## src/hw/rtl/csir_pkg.sv

```systemverilog
// Shared types, register addresses and codes for the card slot interrupt block.
package csir_pkg;

  // Item action codes
  localparam logic [1:0] ACT_READ    = 2'd0;
  localparam logic [1:0] ACT_WRITE   = 2'd1;
  localparam logic [1:0] ACT_LINE    = 2'd2;
  localparam logic [1:0] ACT_RECHECK = 2'd3;

  // Disk port layouts
  localparam logic [1:0] DISK_NONE = 2'd0;
  localparam logic [1:0] DISK_LOW  = 2'd1;
  localparam logic [1:0] DISK_HIGH = 2'd2;

  // Configuration register indexes
  localparam logic CFG_DISK_MODE = 1'b0;
  localparam logic CFG_PRESENT   = 1'b1;

  // Register addresses (low 16 bits)
  localparam logic [15:0] ADDR_STATUS   = 16'h8000;
  localparam logic [15:0] ADDR_CHANGE   = 16'h9000;
  localparam logic [15:0] ADDR_ENABLE   = 16'hA000;
  localparam logic [15:0] ADDR_TIMING   = 16'hB000;
  localparam logic [15:0] ADDR_RTC_LO   = 16'h3020;
  localparam logic [15:0] ADDR_RTC_HI   = 16'h3021;
  localparam logic [15:0] ADDR_ID       = 16'h201C;
  localparam logic [15:0] ADDR_HI_WIN   = 16'h4000;

  // Card line bits in the status and change bytes
  localparam logic [7:0] BIT_DISK   = 8'h80;
  localparam logic [7:0] BIT_DETECT = 8'h40;
  localparam logic [7:0] BIT_BAT1   = 8'h20;
  localparam logic [7:0] BIT_BAT2   = 8'h10;
  localparam logic [7:0] BIT_WP     = 8'h08;
  localparam logic [7:0] BIT_BUSY   = 8'h04;
  localparam logic [7:0] CARD_LINES = 8'h7C;
  localparam logic [7:0] MASK_HI6   = 8'hFC;

  typedef struct packed {
    logic [7:0] change;
    logic [7:0] enable;
    logic [7:0] lines;
    logic [7:0] mask;
    logic [7:0] timing;
  } state_t;

  typedef struct packed {
    logic [1:0]  action;
    logic [23:0] address;
    logic [7:0]  write_data;
    logic [2:0]  line_select;
    logic        line_level;
    logic        disk_irq;
  } item_t;

  typedef struct packed {
    logic [7:0] read_data;
    logic       passes_to_disk;
    logic       level2_request;
    logic       level6_request;
    logic       reset_request;
    logic       bus_error_request;
  } result_t;

  // Line select to status bit; unused codes give no bit
  function automatic logic [7:0] line_bit(input logic [2:0] sel);
    logic [7:0] b;
    case (sel)
      3'd0:    b = BIT_DETECT;
      3'd1:    b = BIT_BAT1;
      3'd2:    b = BIT_BAT2;
      3'd3:    b = BIT_WP;
      3'd4:    b = BIT_BUSY;
      default: b = 8'h00;
    endcase
    return b;
  endfunction

endpackage

```

## src/hw/rtl/csir_step.sv

```systemverilog
// Single-beat combinational update: register decode, line events and interrupt mapping.
module csir_step (
  input  csir_pkg::state_t  cur,
  input  csir_pkg::item_t   item,
  input  logic [1:0]        disk_mode,
  input  logic              card_slot_present,
  output csir_pkg::state_t  nxt,
  output csir_pkg::result_t res
);

  logic [15:0] a;
  logic        addr_ok;
  logic        active;
  logic [7:0]  lbit;
  logic [7:0]  m;
  logic [7:0]  old_lines;
  logic [7:0]  clr;
  logic        done;
  logic [7:0]  st_change;

  always_comb begin
    nxt = cur;
    res = '0;
    a = item.address[15:0];
    addr_ok = !((disk_mode == csir_pkg::DISK_LOW) && !(item.address[19] && item.address[17]));
    active = (disk_mode == csir_pkg::DISK_LOW) || (disk_mode == csir_pkg::DISK_HIGH) ||
             card_slot_present;
    lbit = csir_pkg::line_bit(item.line_select);
    m = '0;
    old_lines = cur.lines;
    clr = '0;
    done = 1'b0;
    st_change = '0;

    case (item.action)
      // Bus read
      csir_pkg::ACT_READ: begin
        if (!addr_ok) begin
          res.read_data = '0;
        end else if (card_slot_present && disk_mode != csir_pkg::DISK_LOW &&
                     a == csir_pkg::ADDR_CHANGE) begin
          res.read_data = cur.change;
        end else if (card_slot_present && disk_mode != csir_pkg::DISK_LOW &&
                     a == csir_pkg::ADDR_ENABLE) begin
          res.read_data = cur.enable;
        end else if (card_slot_present && a == csir_pkg::ADDR_STATUS) begin
          res.read_data = cur.mask | cur.lines | (item.disk_irq ? csir_pkg::BIT_DISK : 8'h00);
        end else if (card_slot_present && a == csir_pkg::ADDR_TIMING) begin
          res.read_data = {4'h0, cur.timing[3:0]};
        end else if (disk_mode == csir_pkg::DISK_NONE) begin
          res.read_data = (a == csir_pkg::ADDR_ID) ? 8'h7F : 8'hFF;
        end else if (disk_mode == csir_pkg::DISK_HIGH &&
                     (a == csir_pkg::ADDR_RTC_LO || a == csir_pkg::ADDR_RTC_HI)) begin
          // read to clear
          res.read_data = cur.change;
          nxt.change = '0;
        end else if (a >= csir_pkg::ADDR_HI_WIN) begin
          if (disk_mode == csir_pkg::DISK_LOW && a == csir_pkg::ADDR_CHANGE)
            res.read_data = cur.change;
          else if (disk_mode == csir_pkg::DISK_LOW && a == csir_pkg::ADDR_ENABLE)
            res.read_data = cur.enable;
          else
            res.read_data = '0;
        end else begin
          res.passes_to_disk = 1'b1;
        end
      end

      // Bus write
      csir_pkg::ACT_WRITE: begin
        if (addr_ok) begin
          if (card_slot_present) begin
            if (disk_mode != csir_pkg::DISK_LOW && a == csir_pkg::ADDR_CHANGE) begin
              nxt.change = (cur.change & item.write_data) | {6'h00, item.write_data[1:0]};
              done = 1'b1;
            end else if (disk_mode != csir_pkg::DISK_LOW && a == csir_pkg::ADDR_ENABLE) begin
              nxt.enable = item.write_data;
              done = 1'b1;
            end else if (a == csir_pkg::ADDR_STATUS) begin
              nxt.mask = item.write_data & csir_pkg::MASK_HI6;
              nxt.lines = (old_lines & csir_pkg::MASK_HI6) | {6'h00, item.write_data[1:0]};
              // slot disable: card lines forced low, detect first
              if (!old_lines[0] && item.write_data[0]) begin
                nxt.timing = '0;
                clr = nxt.lines & csir_pkg::CARD_LINES;
                nxt.lines = nxt.lines & ~csir_pkg::CARD_LINES;
                nxt.change = cur.change | clr;
                if ((clr & csir_pkg::BIT_DETECT) != 8'h00 && cur.change[1:0] != 2'b11) begin
                  res.reset_request = cur.change[1];
                  res.bus_error_request = cur.change[0];
                end
              end
              done = 1'b1;
            end else if (a == csir_pkg::ADDR_TIMING) begin
              nxt.timing = item.write_data;
              done = 1'b1;
            end
          end
          if (!done && disk_mode != csir_pkg::DISK_NONE) begin
            if (disk_mode == csir_pkg::DISK_LOW && a == csir_pkg::ADDR_CHANGE) begin
              nxt.change = (cur.change & item.write_data) | {6'h00, item.write_data[1:0]};
            end else if (disk_mode == csir_pkg::DISK_LOW && a == csir_pkg::ADDR_ENABLE) begin
              nxt.enable = item.write_data;
            end else if (a < csir_pkg::ADDR_HI_WIN) begin
              res.passes_to_disk = 1'b1;
            end
          end
        end
      end

      // Card line event
      csir_pkg::ACT_LINE: begin
        if (lbit != 8'h00 && ((cur.lines & lbit) != 8'h00) != item.line_level) begin
          nxt.lines = item.line_level ? (cur.lines | lbit) : (cur.lines & ~lbit);
          st_change = cur.change | lbit;
          nxt.change = st_change;
          if (lbit == csir_pkg::BIT_DETECT && st_change[1:0] != 2'b11) begin
            res.reset_request = st_change[1];
            res.bus_error_request = st_change[0];
          end
        end
      end

      default: begin
      end
    endcase

    // Interrupt recheck on the updated change byte
    if (active && item.disk_irq)
      nxt.change = nxt.change | csir_pkg::BIT_DISK;
    if (disk_mode == csir_pkg::DISK_HIGH) begin
      res.level2_request = nxt.change[7];
    end else if (active) begin
      m = nxt.enable & nxt.change;
      res.level2_request = m[7] || m[3] ||
                           ((m[5] || m[4]) && !nxt.enable[1]) ||
                           (m[2] && !nxt.enable[0]);
      res.level6_request = m[6] ||
                           ((m[5] || m[4]) && nxt.enable[1]) ||
                           (m[2] && nxt.enable[0]);
    end
  end

endmodule

```

## src/hw/rtl/card_slot_interrupt_registers_core.sv

```systemverilog
// Top level: input register, register state, step logic and result register.
//
//  channel | direction | handshake            | payload
//  --------+-----------+----------------------+---------------------------------------------
//  in      | to block  | in_valid / in_stall  | action address write_data line_select ...
//  out     | from blk  | out_valid / out_stall| read_data passes_to_disk level2/6 reset berr
//  cfg     | to block  | cfg_valid / cfg_ready| cfg_index cfg_data
//
// An input beat is registered in the input register, then evaluated and written to the result
// register; one beat per cycle is sustained while out_stall is low, set by the single
// update of the byte registers. Reset (rst, synchronous) clears all byte registers,
// sets disk_mode to the low-end layout and the card slot off. A stalled output holds the
// result register; the input register then fills and in_stall rises.
module card_slot_interrupt_registers_core (
  input  logic        clk,
  input  logic        rst,
  // input beat
  input  logic        in_valid,
  output logic        in_stall,
  input  logic [1:0]  action,
  input  logic [23:0] address,
  input  logic [7:0]  write_data,
  input  logic [2:0]  line_select,
  input  logic        line_level,
  input  logic        disk_irq,
  // result beat
  output logic        out_valid,
  input  logic        out_stall,
  output logic [7:0]  read_data,
  output logic        passes_to_disk,
  output logic        level2_request,
  output logic        level6_request,
  output logic        reset_request,
  output logic        bus_error_request,
  // configuration
  input  logic        cfg_valid,
  output logic        cfg_ready,
  input  logic        cfg_index,
  input  logic [1:0]  cfg_data
);

  logic               s1_valid;
  csir_pkg::item_t    s1_item;
  csir_pkg::state_t   state;
  csir_pkg::state_t   state_next;
  csir_pkg::result_t  res_next;
  csir_pkg::result_t  res;
  logic [1:0]         disk_mode;
  logic               card_slot_present;
  logic               out_free;
  logic               s1_fire;

  assign out_free = !out_valid || !out_stall;
  assign s1_fire  = s1_valid && out_free;
  assign in_stall = s1_valid && !out_free;
  assign cfg_ready = 1'b1;

  // Input register
  always_ff @(posedge clk) begin
    if (rst) begin
      s1_valid <= 1'b0;
    end else if (!in_stall) begin
      s1_valid <= in_valid;
    end
  end

  always_ff @(posedge clk) begin
    if (!in_stall && in_valid) begin
      s1_item <= '{action: action, address: address, write_data: write_data,
                   line_select: line_select, line_level: line_level, disk_irq: disk_irq};
    end
  end

  // Step logic
  csir_step u_step (
    .cur               (state),
    .item              (s1_item),
    .disk_mode         (disk_mode),
    .card_slot_present (card_slot_present),
    .nxt               (state_next),
    .res               (res_next)
  );

  // Byte registers
  always_ff @(posedge clk) begin
    if (rst) begin
      state <= '0;
    end else if (s1_fire) begin
      state <= state_next;
    end
  end

  // Configuration registers
  always_ff @(posedge clk) begin
    if (rst) begin
      disk_mode         <= csir_pkg::DISK_LOW;
      card_slot_present <= 1'b0;
    end else if (cfg_valid && cfg_ready) begin
      if (cfg_index == csir_pkg::CFG_DISK_MODE)
        disk_mode <= cfg_data;
      else
        card_slot_present <= cfg_data[0];
    end
  end

  // Result register
  always_ff @(posedge clk) begin
    if (rst) begin
      out_valid <= 1'b0;
    end else if (out_free) begin
      out_valid <= s1_valid;
    end
  end

  always_ff @(posedge clk) begin
    if (s1_fire) begin
      res <= res_next;
    end
  end

  assign read_data         = res.read_data;
  assign passes_to_disk    = res.passes_to_disk;
  assign level2_request    = res.level2_request;
  assign level6_request    = res.level6_request;
  assign reset_request     = res.reset_request;
  assign bus_error_request = res.bus_error_request;

endmodule

```

## config.mk

```make
export PLATFORM = sky130hd
export DESIGN_NAME = card_slot_interrupt_registers_core
export DESIGN_NICKNAME = d
export VERILOG_FILES = /design/src/hw/rtl/csir_pkg.sv /design/src/hw/rtl/csir_step.sv /design/src/hw/rtl/card_slot_interrupt_registers_core.sv
export SDC_FILE = /design/constraint.sdc
export NUM_CORES = 1
export LEC_CHECK = 0
export BUFFER_PORTS_ARGS = -buffer_cell sky130_fd_sc_hd__buf_2
export CAP_MARGIN = 20
export CORE_MARGIN = 4
export CORE_UTILIZATION = 25
export CTS_BUF_LIST = sky130_fd_sc_hd__clkbuf_4 sky130_fd_sc_hd__clkbuf_8
export CTS_CLUSTER_DIAMETER = 30
export DETAILED_ROUTE_END_ITERATION = 8
export PLACE_DENSITY = 0.43
export REMOVE_ABC_BUFFERS = 1
export SLEW_MARGIN = 10
export SYNTH_ARGS = -nofsm -noshare
export SYNTH_HDL_FRONTEND = slang
export SYNTH_HIERARCHICAL = 1
export SYNTH_SLANG_ARGS = --single-unit
```

## constraint.sdc

```tcl
create_clock -name clk -period 4 [get_ports clk]
set_clock_uncertainty 0.2 [all_clocks]
set_input_delay 0.6 -clock clk [delete_from_list [all_inputs] [get_ports clk]]
set_output_delay 0.6 -clock clk [all_outputs]
set_load 0.01 [all_outputs]
```

# After elaboration in Yosys (flattened, before gate mapping)
# Cells that the tools add are included.
# Widths: inputs -> output; s select.
[word_totals] reg_bits=91 output_inout_bits=16 word_cells=204
[classes] n_lt_le_gt_ge=2 n_eq_ne=27 n_mux=77 n_bitwise=18 n_reduce_logical=59
[ops] op="$mux 8" n=34
[ops] op="$mux 40" n=2
[ops] op="$eq 16x16->1 const B" n=4
[ops] op="$eq 16x14->1 const B" n=3
[ops] op="$pmux 7 s5" n=1
[ops] op="$and 8x8->8" n=4
[ops] op="$mux 16" n=2
[ops] op="$mux 32" n=1
[ops] op="$or 8x8->8" n=4
[ops] op="$logic_and 1x1->1" n=25
[ops] op="$mux 24" n=1
[ops] op="$pmux 8 s3" n=1
[ops] op="$mux 1" n=21
[ops] op="$mux 2" n=10
[ops] op="$ge 16x15->1 const B" n=1
[ops] op="$lt 16x15->1 const B" n=1
[ops] op="$or 8x2->8" n=2
[ops] op="$pmux 8 s2" n=1
[ops] op="$reduce_and 8->1" n=2
[ops] op="$reduce_bool 8->1" n=2
[ops] op="$ne 2x2->1 const B" n=7
[ops] op="$logic_or 1x1->1" n=10
[ops] op="$logic_not 1->1" n=9
[ops] op="$eq 8x7->1 const B" n=1
[ops] op="19 further kinds" n=34

# Logic depth before layout (Yosys ltp)
[logic_depth] depth_word=21 mapped_depth=11

# Hierarchy
# Netlist, hierarchy kept.
[by_module_without_submodules] mod="card_slot_interrupt_registers_core" instances=1 cells_each=250 area_each_um2=3270.6
[by_module_without_submodules] mod="csir_step" instances=1 cells_each=299 area_each_um2=1970.6

# Worst setup path before layout
# No wires, ideal clock.
[synth_timing] path_kind="input to register" from="input port out_stall" to="register s1_item[0] (netlist name) (enable)" setup_ns=0.440 arrival_time_ns=2.595 required_ns=3.360 setup_slack_ns=0.766 cell_stages=2 path_buffers=0 path_cell_list="and3_1 -> nor2b_1"
[synth_via] elab_chain_cells=6
[synth_rtl] element="from (decl)" line="card_slot_interrupt_registers_core.sv:28" text="input logic out_stall,"
[synth_rtl] element="$logic_not 1->1" line="card_slot_interrupt_registers_core.sv:53" text="assign out_free = !out_valid || !out_stall;"
[synth_rtl] element="$logic_or 1x1->1" line="card_slot_interrupt_registers_core.sv:53"
[synth_rtl] element="$logic_not 1->1" line="card_slot_interrupt_registers_core.sv:55" text="assign in_stall = s1_valid && !out_free;"
[synth_rtl] element="$logic_and 1x1->1" line="card_slot_interrupt_registers_core.sv:55"
[synth_rtl] element="$logic_not 1->1" line="card_slot_interrupt_registers_core.sv:68" text="if (!in_stall && in_valid) begin"
[synth_rtl] element="$logic_and 1x1->1" line="card_slot_interrupt_registers_core.sv:68"
[synth_rtl] element="to (signal assigned)" line="card_slot_interrupt_registers_core.sv:69" text="s1_item <= '{action: action, address: address, write_data: write_data,"
[synth_rtl] element="to (decl)" line="card_slot_interrupt_registers_core.sv:43" text="csir_pkg::item_t s1_item;"
# Every way passes these cells.
# A chain may end at the register's enable or synchronous reset.

==> results.md <==
* Largest fanout on the critical path at 13
* Run status: finished, final reports clean
* Mapped cell area at ~5000 um2
* Worst min path class: primary input to register
* Clock tree root buffer cell: sky130_fd_sc_hd__clkbuf_8
* Detail Placement HPWL at between 10000 and 15000 um
* Number of antenna cells inserted at 0
* Vias in the first global route at about 4000
* DRT iter0 DRCs at between 200 and 300
* Die Wd at 148 um
* Setup Buffers After CTS at 0
* Pwr/cell area at roughly 330 nW/um2
* Number of top-level pins at between 60 and 70
* Endpoint kind of the worst setup timing path: register
* Total Power at roughly 1.8 mW
* Resize count post-CTS at 0
* Post-Syn Instances at 523
* Post-cts hold buffer count at 0
* Number of search-and-repair iterations in the first detailed-routing pass at 5
* Clock net sink count at 87
* Required arrival time at the worst endpoint at 3.95 ns
* Clock network latency to the later pin of the worst-skew pair at ~0.39 ns
* Min Clock Period, post-route at approximately 3.3 ns
* Number of nets in the layout at between 600 and 700
* Relative area change from synthesis to final layout at 13.9%
* Wire length of the first global-routing pass at 23300 um
* Initial core utilization at 25.8%
* Area enclosed by the die boundary at 21800 um2
* Post-Place Cells at 815
* Via-to-Cell Ratio at just under 5
* Max-slew violation count at 0
* Via count of the routed design at 4118
* Maximum number of pins on one net before global-route repair at 50
* Highest ir drop seen on vdd at 0.127 mV
* Number of antenna violations at the first check in global routing at 0
* Residual DRC at 0
* Data arrival at the endpoint of the critical path at around 3.2 ns
* Final setup TNS at 0 ns
* Cells along the critical path: inv_1 > ha_1 > nand2_1 > nand4b_1 > nor4_4 > mux2_2 > a22o_1 > a31o_1
* Depth of the CTS H-tree at 3
* Type of the worst setup path: register to register
* Slowest CP cell: sky130_fd_sc_hd__nor4_4
* Unrepaired setup endpoints after global routing: false
* Y dimension of the die at 148 um
* Number of buffers and inverters on the critical path at 1
* Buffer depth of the longest clock path at 2
* Std-Cell Core Area at between 15000 and 20000 um2
* CTS clock-pin slew for the worst setup and hold paths at around 0.1 ns
* Max stage delay on crit path at about 0.6 ns
* Post-Syn Area per Cell at slightly above 9 um2
* Max_cap viols at 0
* Kind of start point of the critical path: register
* Number of setup violations in the final report at 0
* Cell family with the largest share of critical-path delay: simple AND/OR/NAND/NOR gates
* Row count at 50
* Gpl congestion at 0.871
* Overall routing resource usage at between 10% and 20%
* Count of antenna-violating nets left after detailed routing at 0
* Measured slew at the worst slew-check pin at approximately 1.1 ns
* Wire length per cell after detailed routing at 18.1 um
* Worst rel slew slack at 26.1%
* Clock tree from TritonCTS: yes
* Total clock buffers created by CTS at 9
* Share of the clock period used by the worst path at 81.9%
* Leftover overflow at the end of global routing at 0
* Post-Layout Cell Count at between 800 and 900
* Top achievable clock speed at 0.305 GHz
* Port Buffers at 55
* Static power due to leakage at roughly 2.0 nW
* Share of cells above drive strength 1 at between 20% and 30%
* Hold violation total from the final report at 0
* Yosys synthesis warning count at 6
* Routed Wire Length at 15000 um
[flip-flops by register name, indices dropped and copies added, names as in the netlist]
signal             cells
bus_error_request      1
card_slot_present      1
disk_mode              2
level2_request         1
level6_request         1
out_valid              1
passes_to_disk         1
read_data              8
reset_request          1
s1_item               33
s1_valid               1
state                 36
[through the flow]
step,worst slack (ns),cell area [um2],util (%),hold WS [ns]
final,0.722,5570,29.4,0.181
after global routing,0.575,5570,29.4,0.158
after CTS,0.745,5570,29.4,0.150
after detailed placement,0.744,5370,28.3,0.260
after global placement,0.791,5370,28.3,0.251
after floorplan,1.04,4750,-,0.237
[layer usage]
metal	share of wire, %	vias up	GRT usage [%]
li1	-	1994	-
met1	47	1975	18.8
met2	45	129	21.7
met3	5.0	20	2.58
met4	2.2	0	6.15
met5	0	-	0
[final timing paths]
check                    start        endpoint  slack [ns]  cells past startpoint
setup / recovery  disk_mode[0]  level6_request        0.72                      8
hold / removal      address[2]     s1_item[15]        0.18                      1
setup reg to reg  disk_mode[0]  level6_request        0.72                      8
hold reg to reg      state[10]       state[10]        0.28                      2
[layout by cell type, fill, tap and decap left out, types with 9 or more instances in the layout]
| cell | n |
|---|---|
| sky130_fd_sc_hd__edfxtp_1 | 46 |
| sky130_fd_sc_hd__mux2_2 | 11 |
| sky130_fd_sc_hd__dfxtp_1 | 41 |
| sky130_fd_sc_hd__nand2_1 | 92 |
| sky130_fd_sc_hd__clkbuf_8 | 9 |
| sky130_fd_sc_hd__nand2_2 | 10 |
| sky130_fd_sc_hd__inv_1 | 19 |
| sky130_fd_sc_hd__a21oi_2 | 17 |
| sky130_fd_sc_hd__a21oi_1 | 36 |
| sky130_fd_sc_hd__nand3_1 | 16 |
| sky130_fd_sc_hd__nand2b_1 | 10 |
| sky130_fd_sc_hd__buf_2 | 55 |
| sky130_fd_sc_hd__o21ai_0 | 18 |
| sky130_fd_sc_hd__nand4_1 | 9 |
| sky130_fd_sc_hd__nor2_1 | 20 |
[power breakdown]
group          switching [mW]  internal [mW]
logic                   0.120         0.0588
registers              0.0257          0.970
clock network           0.349          0.289
total                   0.495           1.32
[worst reg2reg max path: stages, from the launching register on]
cell and delay, ns:
sky130_fd_sc_hd__dfxtp_1 0.38, sky130_fd_sc_hd__inv_1 0.08, sky130_fd_sc_hd__ha_1 0.42, sky130_fd_sc_hd__nand2_1 0.21, sky130_fd_sc_hd__nand4b_1 0.22, sky130_fd_sc_hd__nor4_4 0.60, sky130_fd_sc_hd__mux2_2 0.43, sky130_fd_sc_hd__a22o_1 0.25
sky130_fd_sc_hd__a31o_1 0.25
[area by class of cell]
class / instances / area [um2]
Inverter: 20 / 80.1
Sequential cell: 87 / 2200
Clock inverter: 7 / 72.6
Fill cell: 1978 / 13400
Multi-Input combinational cell: 391 / 2470
Clock buffer: 9 / 124
Tap cell: 260 / 325
Timing Repair Buffer: 57 / 290
(Power assumes the default switching activity.)
